File: src/hdl/pgxd_pkg.sv
// Shared types and constants for the PGX byte-stream decoder.
// Used by pgxd_parser and pgx_stream_decoder; no dependencies.
`timescale 1ns / 1ps

package pgxd_pkg;

    // Largest accepted width or height
    localparam logic [16:0] MAX_DIM = 17'd16384;

    // Decimal accumulator saturates here
    localparam logic [16:0] ACC_MAX = 17'h1FFFF;

    // Signature bytes skipped at the start of each packet
    localparam logic [3:0] SIG_LEN = 4'd6;

    // Header characters
    localparam logic [7:0] CH_LF    = 8'h0A;
    localparam logic [7:0] CH_CR    = 8'h0D;
    localparam logic [7:0] CH_SPACE = 8'h20;
    localparam logic [7:0] CH_PLUS  = 8'h2B;
    localparam logic [7:0] CH_MINUS = 8'h2D;
    localparam logic [7:0] CH_ZERO  = 8'h30;
    localparam logic [7:0] CH_NINE  = 8'h39;

    // Result kinds
    localparam logic [1:0] KIND_PIXEL  = 2'd0;
    localparam logic [1:0] KIND_HEADER = 2'd1;
    localparam logic [1:0] KIND_ERROR  = 2'd2;

    // Status codes
    localparam logic [2:0] ST_OK        = 3'd0;
    localparam logic [2:0] ST_MALFORMED = 3'd1;
    localparam logic [2:0] ST_DEPTH     = 3'd2;
    localparam logic [2:0] ST_DIMS      = 3'd3;
    localparam logic [2:0] ST_SHORT     = 3'd4;

    // Packet parse phase
    typedef enum logic [8:0] {
        PH_SIG    = 9'b000000001,
        PH_SIGN   = 9'b000000010,
        PH_SPACE  = 9'b000000100,
        PH_DEPTH  = 9'b000001000,
        PH_WIDTH  = 9'b000010000,
        PH_HEIGHT = 9'b000100000,
        PH_LF     = 9'b001000000,
        PH_PIX    = 9'b010000000,
        PH_DONE   = 9'b100000000
    } phase_t;

    // One result item
    typedef struct packed {
        logic [1:0]  kind;
        logic [15:0] pixel_value;
        logic [15:0] image_width;
        logic [15:0] image_height;
        logic [4:0]  bit_depth;
        logic        is_signed;
        logic        wide_samples;
        logic [2:0]  status;
        logic        last;
    } result_t;

endpackage

File: src/hdl/pgxd_parser.sv
// Per-byte header parser and pixel formatter for the PGX decoder.
// Holds all packet state; depends on pgxd_pkg.
`timescale 1ns / 1ps

module pgxd_parser (
    input  logic              clk,
    input  logic              rst_n,
    input  logic              accept,
    input  logic [7:0]        data_byte,
    input  logic              last_byte,
    output logic              res_valid,
    output pgxd_pkg::result_t res
);
    import pgxd_pkg::*;

    phase_t      phase_reg, phase_next, ph;
    logic [3:0]  hc_reg, hc_next;
    logic [16:0] acc_reg, acc_next;
    logic        seen_reg, seen_next;
    logic [4:0]  depth_reg, depth_next;
    logic [15:0] width_reg, width_next;
    logic [15:0] height_reg, height_next;
    logic        sign_reg, sign_next;
    logic [15:0] col_reg, col_next;
    logic [15:0] row_reg, row_next;
    logic [7:0]  hi_reg, hi_next;
    logic        half_reg, half_next;
    logic        failed_reg, failed_next;

    logic        used;
    logic        is_term;
    logic        is_digit;
    logic [20:0] acc_mul;
    logic [3:0]  hc_inc;
    logic [16:0] col_inc;
    logic [16:0] row_inc;
    logic        col_wrap;
    logic        row_end;
    logic [15:0] wide_val;
    logic [7:0]  narrow_val;
    logic [15:0] new_dim;
    logic        dims_bad;

    // Character classes and arithmetic helpers
    assign is_term  = (data_byte == CH_SPACE) || (data_byte == CH_LF) || (data_byte == CH_CR);
    assign is_digit = (data_byte >= CH_ZERO) && (data_byte <= CH_NINE);
    assign acc_mul  = {1'b0, acc_reg, 3'b000} + {3'b000, acc_reg, 1'b0}
                    + {13'd0, data_byte - CH_ZERO};
    assign hc_inc   = hc_reg + 4'd1;
    assign col_inc  = {1'b0, col_reg} + 17'd1;
    assign row_inc  = {1'b0, row_reg} + 17'd1;
    assign col_wrap = col_inc >= {1'b0, width_reg};
    assign row_end  = row_inc >= {1'b0, height_reg};
    assign new_dim  = (acc_reg > 17'h0FFFF) ? 16'd0 : acc_reg[15:0];
    assign dims_bad = (width_reg == 16'd0) || (new_dim == 16'd0)
                    || ({1'b0, width_reg} > MAX_DIM) || ({1'b0, new_dim} > MAX_DIM);

    // Scale samples to full width
    always_comb
    begin
        wide_val   = {hi_reg, data_byte} << (5'd16 - depth_reg);
        narrow_val = data_byte << (5'd8 - depth_reg);
        if (sign_reg)
        begin
            wide_val   = wide_val ^ 16'h8000;
            narrow_val = narrow_val ^ 8'h80;
        end
    end

    // Work out next state and the result for one byte
    always_comb
    begin
        ph          = phase_reg;
        hc_next     = hc_reg;
        acc_next    = acc_reg;
        seen_next   = seen_reg;
        depth_next  = depth_reg;
        width_next  = width_reg;
        height_next = height_reg;
        sign_next   = sign_reg;
        col_next    = col_reg;
        row_next    = row_reg;
        hi_next     = hi_reg;
        half_next   = half_reg;
        failed_next = failed_reg;
        used        = 1'b0;
        res_valid   = 1'b0;
        res.kind    = KIND_PIXEL;
        res.pixel_value = 16'd0;
        res.status  = ST_OK;
        res.last    = 1'b0;

        if (!failed_reg && phase_reg != PH_DONE)
        begin
            // Skip signature
            if (ph == PH_SIG)
            begin
                hc_next = hc_inc;
                if (hc_inc >= SIG_LEN)
                    ph = PH_SIGN;
                used = 1'b1;
            end
            // Optional sign character
            if (!used && ph == PH_SIGN)
            begin
                if (data_byte == CH_PLUS)
                begin
                    sign_next = 1'b0;
                    used      = 1'b1;
                end
                else if (data_byte == CH_MINUS)
                begin
                    sign_next = 1'b1;
                    used      = 1'b1;
                end
                ph = PH_SPACE;
            end
            // Optional space
            if (!used && ph == PH_SPACE)
            begin
                if (data_byte == CH_SPACE)
                    used = 1'b1;
                ph = PH_DEPTH;
            end
            // Decimal fields
            if (!used && (ph == PH_DEPTH || ph == PH_WIDTH || ph == PH_HEIGHT))
            begin
                used = 1'b1;
                if (is_term)
                begin
                    if (!seen_reg)
                    begin
                        failed_next = 1'b1;
                        res_valid   = 1'b1;
                        res.kind    = KIND_ERROR;
                        res.status  = ST_MALFORMED;
                        res.last    = 1'b1;
                    end
                    else
                    begin
                        acc_next  = 17'd0;
                        seen_next = 1'b0;
                        if (ph == PH_DEPTH)
                        begin
                            depth_next = (acc_reg > 17'd31) ? 5'd0 : acc_reg[4:0];
                            ph = PH_WIDTH;
                        end
                        else if (ph == PH_WIDTH)
                        begin
                            width_next = new_dim;
                            ph = PH_HEIGHT;
                        end
                        else
                        begin
                            height_next = new_dim;
                            res_valid   = 1'b1;
                            if (dims_bad)
                            begin
                                failed_next = 1'b1;
                                res.kind    = KIND_ERROR;
                                res.status  = ST_DIMS;
                                res.last    = 1'b1;
                            end
                            else if (depth_reg == 5'd0 || depth_reg > 5'd16)
                            begin
                                failed_next = 1'b1;
                                res.kind    = KIND_ERROR;
                                res.status  = ST_DEPTH;
                                res.last    = 1'b1;
                            end
                            else
                            begin
                                ph       = PH_LF;
                                res.kind = KIND_HEADER;
                            end
                        end
                    end
                end
                else if (!is_digit)
                begin
                    failed_next = 1'b1;
                    res_valid   = 1'b1;
                    res.kind    = KIND_ERROR;
                    res.status  = ST_MALFORMED;
                    res.last    = 1'b1;
                end
                else
                begin
                    acc_next  = (acc_mul > {4'd0, ACC_MAX}) ? ACC_MAX : acc_mul[16:0];
                    seen_next = 1'b1;
                end
            end
            // Drop one LF after the header
            if (!used && ph == PH_LF)
            begin
                if (data_byte == CH_LF)
                    used = 1'b1;
                ph = PH_PIX;
            end
            // Pixel data
            if (!used && ph == PH_PIX)
            begin
                if (depth_reg > 5'd8 && !half_reg)
                begin
                    hi_next   = data_byte;
                    half_next = 1'b1;
                end
                else
                begin
                    half_next = 1'b0;
                    res_valid = 1'b1;
                    res.kind  = KIND_PIXEL;
                    res.pixel_value = (depth_reg > 5'd8) ? wide_val : {8'd0, narrow_val};
                    res.last  = col_wrap && row_end;
                    if (col_wrap)
                    begin
                        col_next = 16'd0;
                        row_next = row_inc[15:0];
                    end
                    else
                        col_next = col_inc[15:0];
                    if (col_wrap && row_end)
                        ph = PH_DONE;
                end
            end
            // Packet ended early
            if (last_byte && !failed_next && ph != PH_DONE)
            begin
                res_valid   = 1'b1;
                res.kind    = KIND_ERROR;
                res.pixel_value = 16'd0;
                res.status  = (ph == PH_LF || ph == PH_PIX) ? ST_SHORT : ST_MALFORMED;
                res.last    = 1'b1;
            end
        end

        // Report the fields as they stand after this byte
        res.image_width  = width_next;
        res.image_height = height_next;
        res.bit_depth    = depth_next;
        res.is_signed    = sign_next;
        res.wide_samples = depth_next > 5'd8;
        phase_next       = ph;

        // Clear packet state after the final byte
        if (last_byte)
        begin
            phase_next  = PH_SIG;
            hc_next     = 4'd0;
            acc_next    = 17'd0;
            seen_next   = 1'b0;
            depth_next  = 5'd0;
            width_next  = 16'd0;
            height_next = 16'd0;
            sign_next   = 1'b0;
            col_next    = 16'd0;
            row_next    = 16'd0;
            hi_next     = 8'd0;
            half_next   = 1'b0;
            failed_next = 1'b0;
        end
    end

    // Advance state on each accepted byte
    always_ff @(posedge clk or negedge rst_n)
    begin
        if (!rst_n)
        begin
            phase_reg  <= PH_SIG;
            hc_reg     <= 4'd0;
            acc_reg    <= 17'd0;
            seen_reg   <= 1'b0;
            depth_reg  <= 5'd0;
            width_reg  <= 16'd0;
            height_reg <= 16'd0;
            sign_reg   <= 1'b0;
            col_reg    <= 16'd0;
            row_reg    <= 16'd0;
            hi_reg     <= 8'd0;
            half_reg   <= 1'b0;
            failed_reg <= 1'b0;
        end
        else if (accept)
        begin
            phase_reg  <= phase_next;
            hc_reg     <= hc_next;
            acc_reg    <= acc_next;
            seen_reg   <= seen_next;
            depth_reg  <= depth_next;
            width_reg  <= width_next;
            height_reg <= height_next;
            sign_reg   <= sign_next;
            col_reg    <= col_next;
            row_reg    <= row_next;
            hi_reg     <= hi_next;
            half_reg   <= half_next;
            failed_reg <= failed_next;
        end
    end

endmodule

File: src/hdl/pgx_stream_decoder.sv
// Top level of the PGX byte-stream decoder: input handshake and result register.
// Depends on pgxd_pkg and pgxd_parser.
`timescale 1ns / 1ps

// Usage:
//   Packet bytes enter on the s_ group, one byte per transfer, with s_tlast on
//   the final byte of a packet. Results leave on the m_ group: m_tuser gives
//   the kind (pixel, header, error), m_tdata the payload, m_tlast marks the
//   final pixel of an image or any error report.
//   A byte produces zero or one result. The result is held in the output
//   register and shows on m_ the cycle after its byte is transferred.
//   Throughput is one byte per cycle: the parser updates its state and builds
//   the result in a single pass between the input handshake and the output
//   register.
//   When the receiver stalls, the result register holds its transfer and
//   s_tready drops until the register empties; a byte is still taken in the
//   cycle the held result leaves.
//   Reset returns the parser to the signature skip and empties the output
//   register. Packet state also returns to that point after every s_tlast byte.
module pgx_stream_decoder (
    input  logic        clk,
    input  logic        rst_n,
    input  logic        s_tvalid,
    output logic        s_tready,
    input  logic [7:0]  s_tdata,   // [7:0] data_byte
    input  logic        s_tlast,   // last_byte
    output logic        m_tvalid,
    input  logic        m_tready,
    output logic [63:0] m_tdata,   // [15:0] pixel_value, [31:16] image_width,
                                   // [47:32] image_height, [52:48] bit_depth,
                                   // [53] is_signed, [54] wide_samples,
                                   // [57:55] status, [63:58] zero
    output logic [1:0]  m_tuser,   // [1:0] kind
    output logic        m_tlast    // last
);
    import pgxd_pkg::*;

    logic    accept;
    logic    res_valid;
    result_t res;
    logic    out_valid_reg;
    result_t out_reg;

    assign s_tready = !out_valid_reg || m_tready;
    assign accept   = s_tvalid && s_tready;

    pgxd_parser u_parser (
        .clk       (clk),
        .rst_n     (rst_n),
        .accept    (accept),
        .data_byte (s_tdata),
        .last_byte (s_tlast),
        .res_valid (res_valid),
        .res       (res)
    );

    // Hold the result until the receiver takes it
    always_ff @(posedge clk or negedge rst_n)
    begin
        if (!rst_n)
            out_valid_reg <= 1'b0;
        else if (s_tready)
            out_valid_reg <= accept && res_valid;
    end

    always_ff @(posedge clk)
    begin
        if (accept && res_valid)
            out_reg <= res;
    end

    assign m_tvalid = out_valid_reg;
    assign m_tuser  = out_reg.kind;
    assign m_tlast  = out_reg.last;
    assign m_tdata  = {6'd0, out_reg.status, out_reg.wide_samples, out_reg.is_signed,
                       out_reg.bit_depth, out_reg.image_height, out_reg.image_width,
                       out_reg.pixel_value};

endmodule

File: config.mk
export PLATFORM = sky130hd
export DESIGN_NAME = pgx_stream_decoder
export DESIGN_NICKNAME = d
export VERILOG_FILES = /design/src/hdl/pgxd_pkg.sv /design/src/hdl/pgxd_parser.sv /design/src/hdl/pgx_stream_decoder.sv
export SDC_FILE = /design/constraint.sdc
export NUM_CORES = 1
export LEC_CHECK = 0
export ABC_AREA = 1
export BUFFER_PORTS_ARGS = -buffer_cell sky130_fd_sc_hd__buf_2
export CAP_MARGIN = 5
export CORE_ASPECT_RATIO = 0.7
export CORE_UTILIZATION = 25
export DETAILED_ROUTE_END_ITERATION = 10
export PLACE_DENSITY = 0.38
export SLEW_MARGIN = 20
export SYNTH_ARGS = -nofsm -noshare
export SYNTH_HDL_FRONTEND = slang
export SYNTH_SLANG_ARGS = --single-unit
File: constraint.sdc
create_clock -name clk -period 5 [get_ports clk]
set_input_delay 1 -clock clk [delete_from_list [all_inputs] [get_ports clk]]
set_output_delay 1 -clock clk [all_outputs]
set_load 0.02 [all_outputs]
* After elaboration in Yosys (flattened, before gate mapping)
Index checks and enable logic that the tools add are counted.
** Word-level totals
- Register bits :: 173
- Input bits :: 13
- Output and inout bits :: 69
- Word-level logic and storage cells :: 269
** Cells by class
- $add $sub $neg :: 8
- Order comparisons :: 13
- Equality and inequality tests :: 19
- Shift operators :: 2
- Mux-type cells :: 144
- Bitwise operators :: 5
- Reductions and logical operators :: 53
** Operators with widths (number)
- 16-bit 2-to-1 mux :: 27
- 9-bit 2-to-1 mux :: 23
- 17-bit 2-to-1 mux :: 7
- 18-bit 2-to-1 mux :: 3
- 1-bit 2-to-1 mux :: 51
- 4-bit 2-to-1 mux :: 10
- 8-bit 2-to-1 mux :: 5
- 5-bit 2-to-1 mux :: 7
- 16-bit by 1-bit adder with 17-bit output, second input constant :: 2
- 17-bit by 16-bit >= comparator with 1-bit output :: 2
- 16-bit by 15-bit greater-than comparator with 1-bit output, second input constant :: 2
- 16-bit logical NOT :: 2
- 8-bit by 6-bit equality test with 1-bit output, second input constant :: 3
- 20-bit by 18-bit adder with 21-bit output :: 1
- 21-bit by 8-bit adder with 21-bit output :: 1
- 21-bit by 17-bit greater-than comparator with 1-bit output, second input constant :: 1
- 9-bit by 7-bit equality test with 1-bit output, second input constant :: 2
- 9-bit by 8-bit equality test with 1-bit output, second input constant :: 2
- 2-bit 2-to-1 mux :: 9
- 9-bit != test, second input constant :: 2
- 17-bit by 16-bit greater-than comparator with 1-bit output, second input constant :: 1
- 17-bit by 5-bit greater-than comparator with 1-bit output, second input constant :: 1
- 8-bit by 4-bit equality test with 1-bit output, second input constant :: 2
- 16-bit by 5-bit left shift with 16-bit output :: 1
- other kinds (33) :: 77

* Longest topological paths before layout
- Depth in word-level cells :: 34
- Mapped depth :: 33
- Gate-level depth less buffers :: 33

* Cells and area by module
Synthesis repeated with hierarchy kept, for this count alone.
** Second synthesis, totals
- Cells, all modules :: 1409
- Area, all modules :: 11345.9 um2
** Modules (own cells, without submodules)
- pgxd_parser :: times used 1, cells each 1332, area an instance 9401.5 um2, sequential area each 2778.9 um2
- pgx_stream_decoder :: times used 1, cells each 77, area an instance 1944.4 um2, sequential area each 1856.8 um2

* Least setup slack after synthesis
OpenSTA, ideal clock, no wires.
- Path kind :: input -> register
- Start :: input s_tdata[4]
- End :: register out_reg (netlist bit m_tdata[0]), enable pin
- Library setup time :: 415 ps
- Arrival time :: 4668 ps
- Data required time :: 4585 ps
- Slack :: -83 ps
- Stages :: 23
- Buffers on the path :: 0
- Cells stage by stage :: inv_1 ha_1 nand2_1 inv_1 nand2_1 inv_1 o21bai_1 nand2_1 o22ai_2 nand4_4 nand3_2 nand2_4 inv_2 nand2_1 nand2_2 nand3_1 o21bai_2 nand2_1 nor3_1 nor2_1 nand2_1 nand2_1 inv_1
** On the way
- Cells in the longest elaborated chain, start to end :: 30
- Elaborated cells between the ends (all ways) :: 75
** RTL lines
- start: declaration :: RTL line pgx_stream_decoder.sv:25 : input logic [7:0] s_tdata,
- branches (longest 27 deep; another with 9-bit 2-to-1 mux)
- 1-bit 2-to-1 mux * :: RTL line pgxd_parser.sv:227 : if (last_byte && !failed_next && ph != PH_DONE)
- 1-bit 2-to-1 mux * :: RTL line pgxd_parser.sv:93 : if (!failed_reg && phase_reg != PH_DONE)
- 1-bit logical AND * :: RTL line pgx_stream_decoder.sv:68 : if (accept && res_valid)
- end signal: assignment :: RTL line pgx_stream_decoder.sv:69 : out_reg <= res;
- end: declaration :: RTL line pgx_stream_decoder.sv:42 : result_t out_reg;
Every way passes the cells marked *. The select of a mux whose other input is x is not followed.
A chain may end at the register's enable or synchronous reset.

* Worst setup path in the final report
- Start :: input s_tdata[4]
- End :: register out_reg (netlist bit m_tdata[51]), enable pin
Same word-level chain as after synthesis.

==> flow_metrics.env <==
export IMPL_cp_num_buf_inv=5
export IMPL_dp_slack_ns=-0.1056
export IMPL_clockBufferDepth=2
export IMPL_ys_top_cells_by_area="dfrtp_1, edfxtp_1, inv_1"
export IMPL_synthArstFlopShare_pct=64.74
export IMPL_synth_distinct_cells=52
export IMPL_p_int_mw=2.399
export IMPL_start_util_pct=25.60
export IMPL_max_cap_viol_count=0
export IMPL_worstMarginPinSlew_ns=0.9655
export IMPL_crit_path_max_incr_delay_ns=0.50
export IMPL_arrival_ns=4.81
export IMPL_ys_seq_area_share_pct=42.30
export IMPL_synth_top_area_share_pct=25.35
export IMPL_totalPowerFinal_mw=3.537
export IMPL_switching_power_mw=1.138
export IMPL_cp_top_family="simple AND/OR/NAND/NOR gates"
export IMPL_seq_power_share_pct=44.8
export IMPL_crit_type="primary input to register"
export IMPL_gr_total_overflow=0
export IMPL_die_area_mm2=0.04469
export IMPL_design_core_area_mm2=0.04280
export IMPL_critPathRequiredTime_ns=5.20
export IMPL_stdcell_count=2059
export IMPL_insertion_delay_ns=0.46
export IMPL_syn_cell_area_mm2=0.01096
export IMPL_syn_to_final_growth_pct=16.46
export IMPL_p_clk_share_pct=36.8
export IMPL_drtAntennaViolNets=0
export IMPL_synthFlopType="dfrtp_1"
export IMPL_p_leak_nw=6.227
export IMPL_crit_top_cell="nand2_1"
export IMPL_rows=63
export IMPL_status="finished clean"
export IMPL_cts_root_buf="clkbuf_16"
export IMPL_syn_area_per_cell_um2=7.987
export IMPL_die_y_um=177.2
export IMPL_hold_class="register to register"
export IMPL_synth_edf_count=61
export IMPL_grt_pass1_wl_um=53610
export IMPL_rsz0062_at_grt="false"
export IMPL_r2r_end="m_tdata[51]$_DFFE_PP_"
export IMPL_finalSetupViolations=0
export IMPL_ys_seq_elements=173
export IMPL_htreeDepth=4
export IMPL_tns_ns=0
export IMPL_pwr_share_comb_pct=18.4
export IMPL_drc_errors=0
export IMPL_dpl_cell_area_mm2=0.01216
export IMPL_cts_tree="yes"
export IMPL_yosysWarnings=0
export IMPL_clock_sinks=173
export IMPL_first_pass_iters=7
export IMPL_cp_end_kind="register"
export IMPL_synth_largest_area_cell="dfrtp_1"
export IMPL_post_drt_wl_per_cell_um=16.64
export IMPL_start_kind="primary input"
export IMPL_largest_reg_flops=58
export IMPL_r2r_worst_path_cells=32
export IMPL_power_switching_share_pct=32.18
export IMPL_utilization_pct=29.82
export IMPL_place_gp_congestion=0.8499
export IMPL_grt_pass1_vias=9103
export IMPL_path_depth=29
export IMPL_wirelength_um=34260
export IMPL_pin_count=82
export IMPL_stdcell_area_mm2=0.01276
export IMPL_clock_skew_ns=0.01130
export IMPL_vdd_ir_drop_max_v=0.0002240
export IMPL_vias=9350
export IMPL_numPortBuffers=75
export IMPL_hold_buffers=0
export IMPL_hold_violations=0
export IMPL_finalNetCount=1549
export IMPL_reg2reg_slack_ns=0.46
export IMPL_clk_pin_slew_ns=0.07
export IMPL_whs_ns=0.5012
export IMPL_diodes=0
export IMPL_worst_path_max_fanout=32
export IMPL_period_minus_slack_ns=4.619
export IMPL_netlist_instances=1372
export IMPL_place_inst=2026
export IMPL_slew_headroom_pct=35.64
export IMPL_antenna_found_initial=0
export IMPL_die_w_um=252.2
export IMPL_numCtsBuffers=17
export IMPL_grt_usage_pct=15.80
export IMPL_hpwl_um=26210
export IMPL_drv_slew=0
export IMPL_power_density_mw_per_mm2=277.2
export IMPL_viasPerCell=4.541
export IMPL_setup_slack_ns=0.3807
export IMPL_drt_initial_drc_count=594
export IMPL_fmax_mhz=216.5
export IMPL_crit_slowest_cell="nor4_1"
export IMPL_period_share_pct=92.39
export IMPL_r2r_start="u_parser.row_reg[0]$_DFFE_PN0P_"
export IMPL_crit_end="m_tdata[51]$_DFFE_PP_"
export IMPL_grt_max_degree=66
export IMPL_startpoint="s_tdata[4]"
export IMPL_final_layout_size_suffix_gt1_share_pct=13.16
==> cells in the final DEF, fill, tap and decap left out, types with 4 or more instances in the layout <==
master / instances
a21oi_1: 76
a31oi_1: 4
buf_2: 74
buf_4: 25
clkbuf_16: 17
clkinv_1: 5
clkinv_4: 5
clkinvlp_4: 5
conb_1: 6
dfrtp_1: 110
edfxtp_1: 61
fa_1: 6
ha_1: 69
inv_1: 254
nand2_1: 247
nand2_2: 4
nand3_1: 59
nand3_2: 4
nand4_1: 18
nor2_1: 100
nor2_2: 15
nor3_1: 17
nor4_1: 11
o211ai_1: 5
o21a_1: 15
o21ai_0: 87
o21ai_1: 23
o21ai_2: 4
o22ai_1: 55
o31ai_1: 5
or2_2: 9
xor2_1: 27
==> Yosys cell counts (3+ instances only) <==
cell type	instances
inv_1	255
clkbuf_1	28
a21oi_1	76
inv_2	3
o21a_1	15
buf_4	8
nand3_2	4
or2_2	9
o22ai_1	55
o41ai_1	3
dfrtp_1	111
o211ai_1	5
xor2_1	28
fa_1	6
clkinv_1	5
o21ai_2	4
ha_1	69
o21bai_1	3
a31oi_1	4
o21ai_1	21
edfxtp_1	61
nor2_1	101
o21ai_0	89
nand3_1	59
nor4_1	14
nor3_1	20
nand2_2	4
nand4_1	18
o31ai_1	5
nand2_1	247
nor2_2	14
==> how the worst min path moves through the flow <==
stage | start | endpoint | slack (ns) | depth (start not counted)
3_5_place_dp | u_parser.hi_reg[5]$_DFFE_PN0P_ | u_parser.hi_reg[5]$_DFFE_PN0P_ | 0.49 | 2
3_3_place_gp | u_parser.hi_reg[1]$_DFFE_PN0P_ | u_parser.hi_reg[1]$_DFFE_PN0P_ | 0.47 | 2
6_report | u_parser.hi_reg[5]$_DFFE_PN0P_ | u_parser.hi_reg[5]$_DFFE_PN0P_ | 0.50 | 2
4_1_cts | u_parser.hi_reg[5]$_DFFE_PN0P_ | u_parser.hi_reg[5]$_DFFE_PN0P_ | 0.50 | 2
2_1_floorplan | u_parser.hi_reg[1]$_DFFE_PN0P_ | u_parser.hi_reg[1]$_DFFE_PN0P_ | 0.45 | 2
5_1_grt | u_parser.hi_reg[7]$_DFFE_PN0P_ | u_parser.hi_reg[7]$_DFFE_PN0P_ | 0.54 | 2
==> kinds of logic after synthesis <==
logic type	after synthesis	synth area share, %
fa+ha+maj	75	8.975
other cells	1	0.03422
xor+xnor	30	2.398
flops	173	42.30
compound gates	290	15.15
mux	2	0.1827
simple gates	500	20.35
buf+inv	301	10.61
==> worst reg2reg max path, delay by kind of cell, from the launching register on <==
kind,cells,cell delay [ns]
flops,1,0.40
simple gates,19,1.90
buf+inv,9,0.97
compound gates,2,0.46
fa+ha+maj,1,0.26
xor+xnor,1,0.19
==> area by class of cell <==
class,instances,area [um2]
clock buffer,17,425.4
clock inverter,15,117.6
multi-input combinational,903,5230
tap,585,732.0
inverter,263,991.0
timing repair buffer,103,629.4
fill,4638,30040
sequential,173,4637
==> power groups by stage <==
| stage | registers (mW) | clock network (mW) | logic, mW |
|---|---|---|---|
| 2_1_floorplan | 1.63 | 0 | 0.414 |
| 3_3_place_gp | 1.62 | 0 | 0.635 |
| 3_5_place_dp | 1.61 | 0 | 0.639 |
| 4_1_cts | 1.59 | 1.35 | 0.642 |
| 5_1_grt | 1.59 | 1.39 | 0.751 |
| 6_report | 1.58 | 1.30 | 0.650 |
==> timing repair <==
action	in CTS	in global routing
resized for setup	0	14
endpoints found under the setup margin	0	99
buffers inserted	0	1
==> metal layers <==
| layer | share of wire, % | GRT usage, % | vias up |
|---|---|---|---|
| met5 | 0 | 0 | - |
| met4 | 1.1 | 4.217 | 0 |
| met3 | 3.5 | 2.441 | 21 |
| met2 | 40 | 22.13 | 158 |
| met1 | 56 | 24.57 | 4480 |
| li1 | - | - | 4691 |
Power figures use the tool's default switching activity.
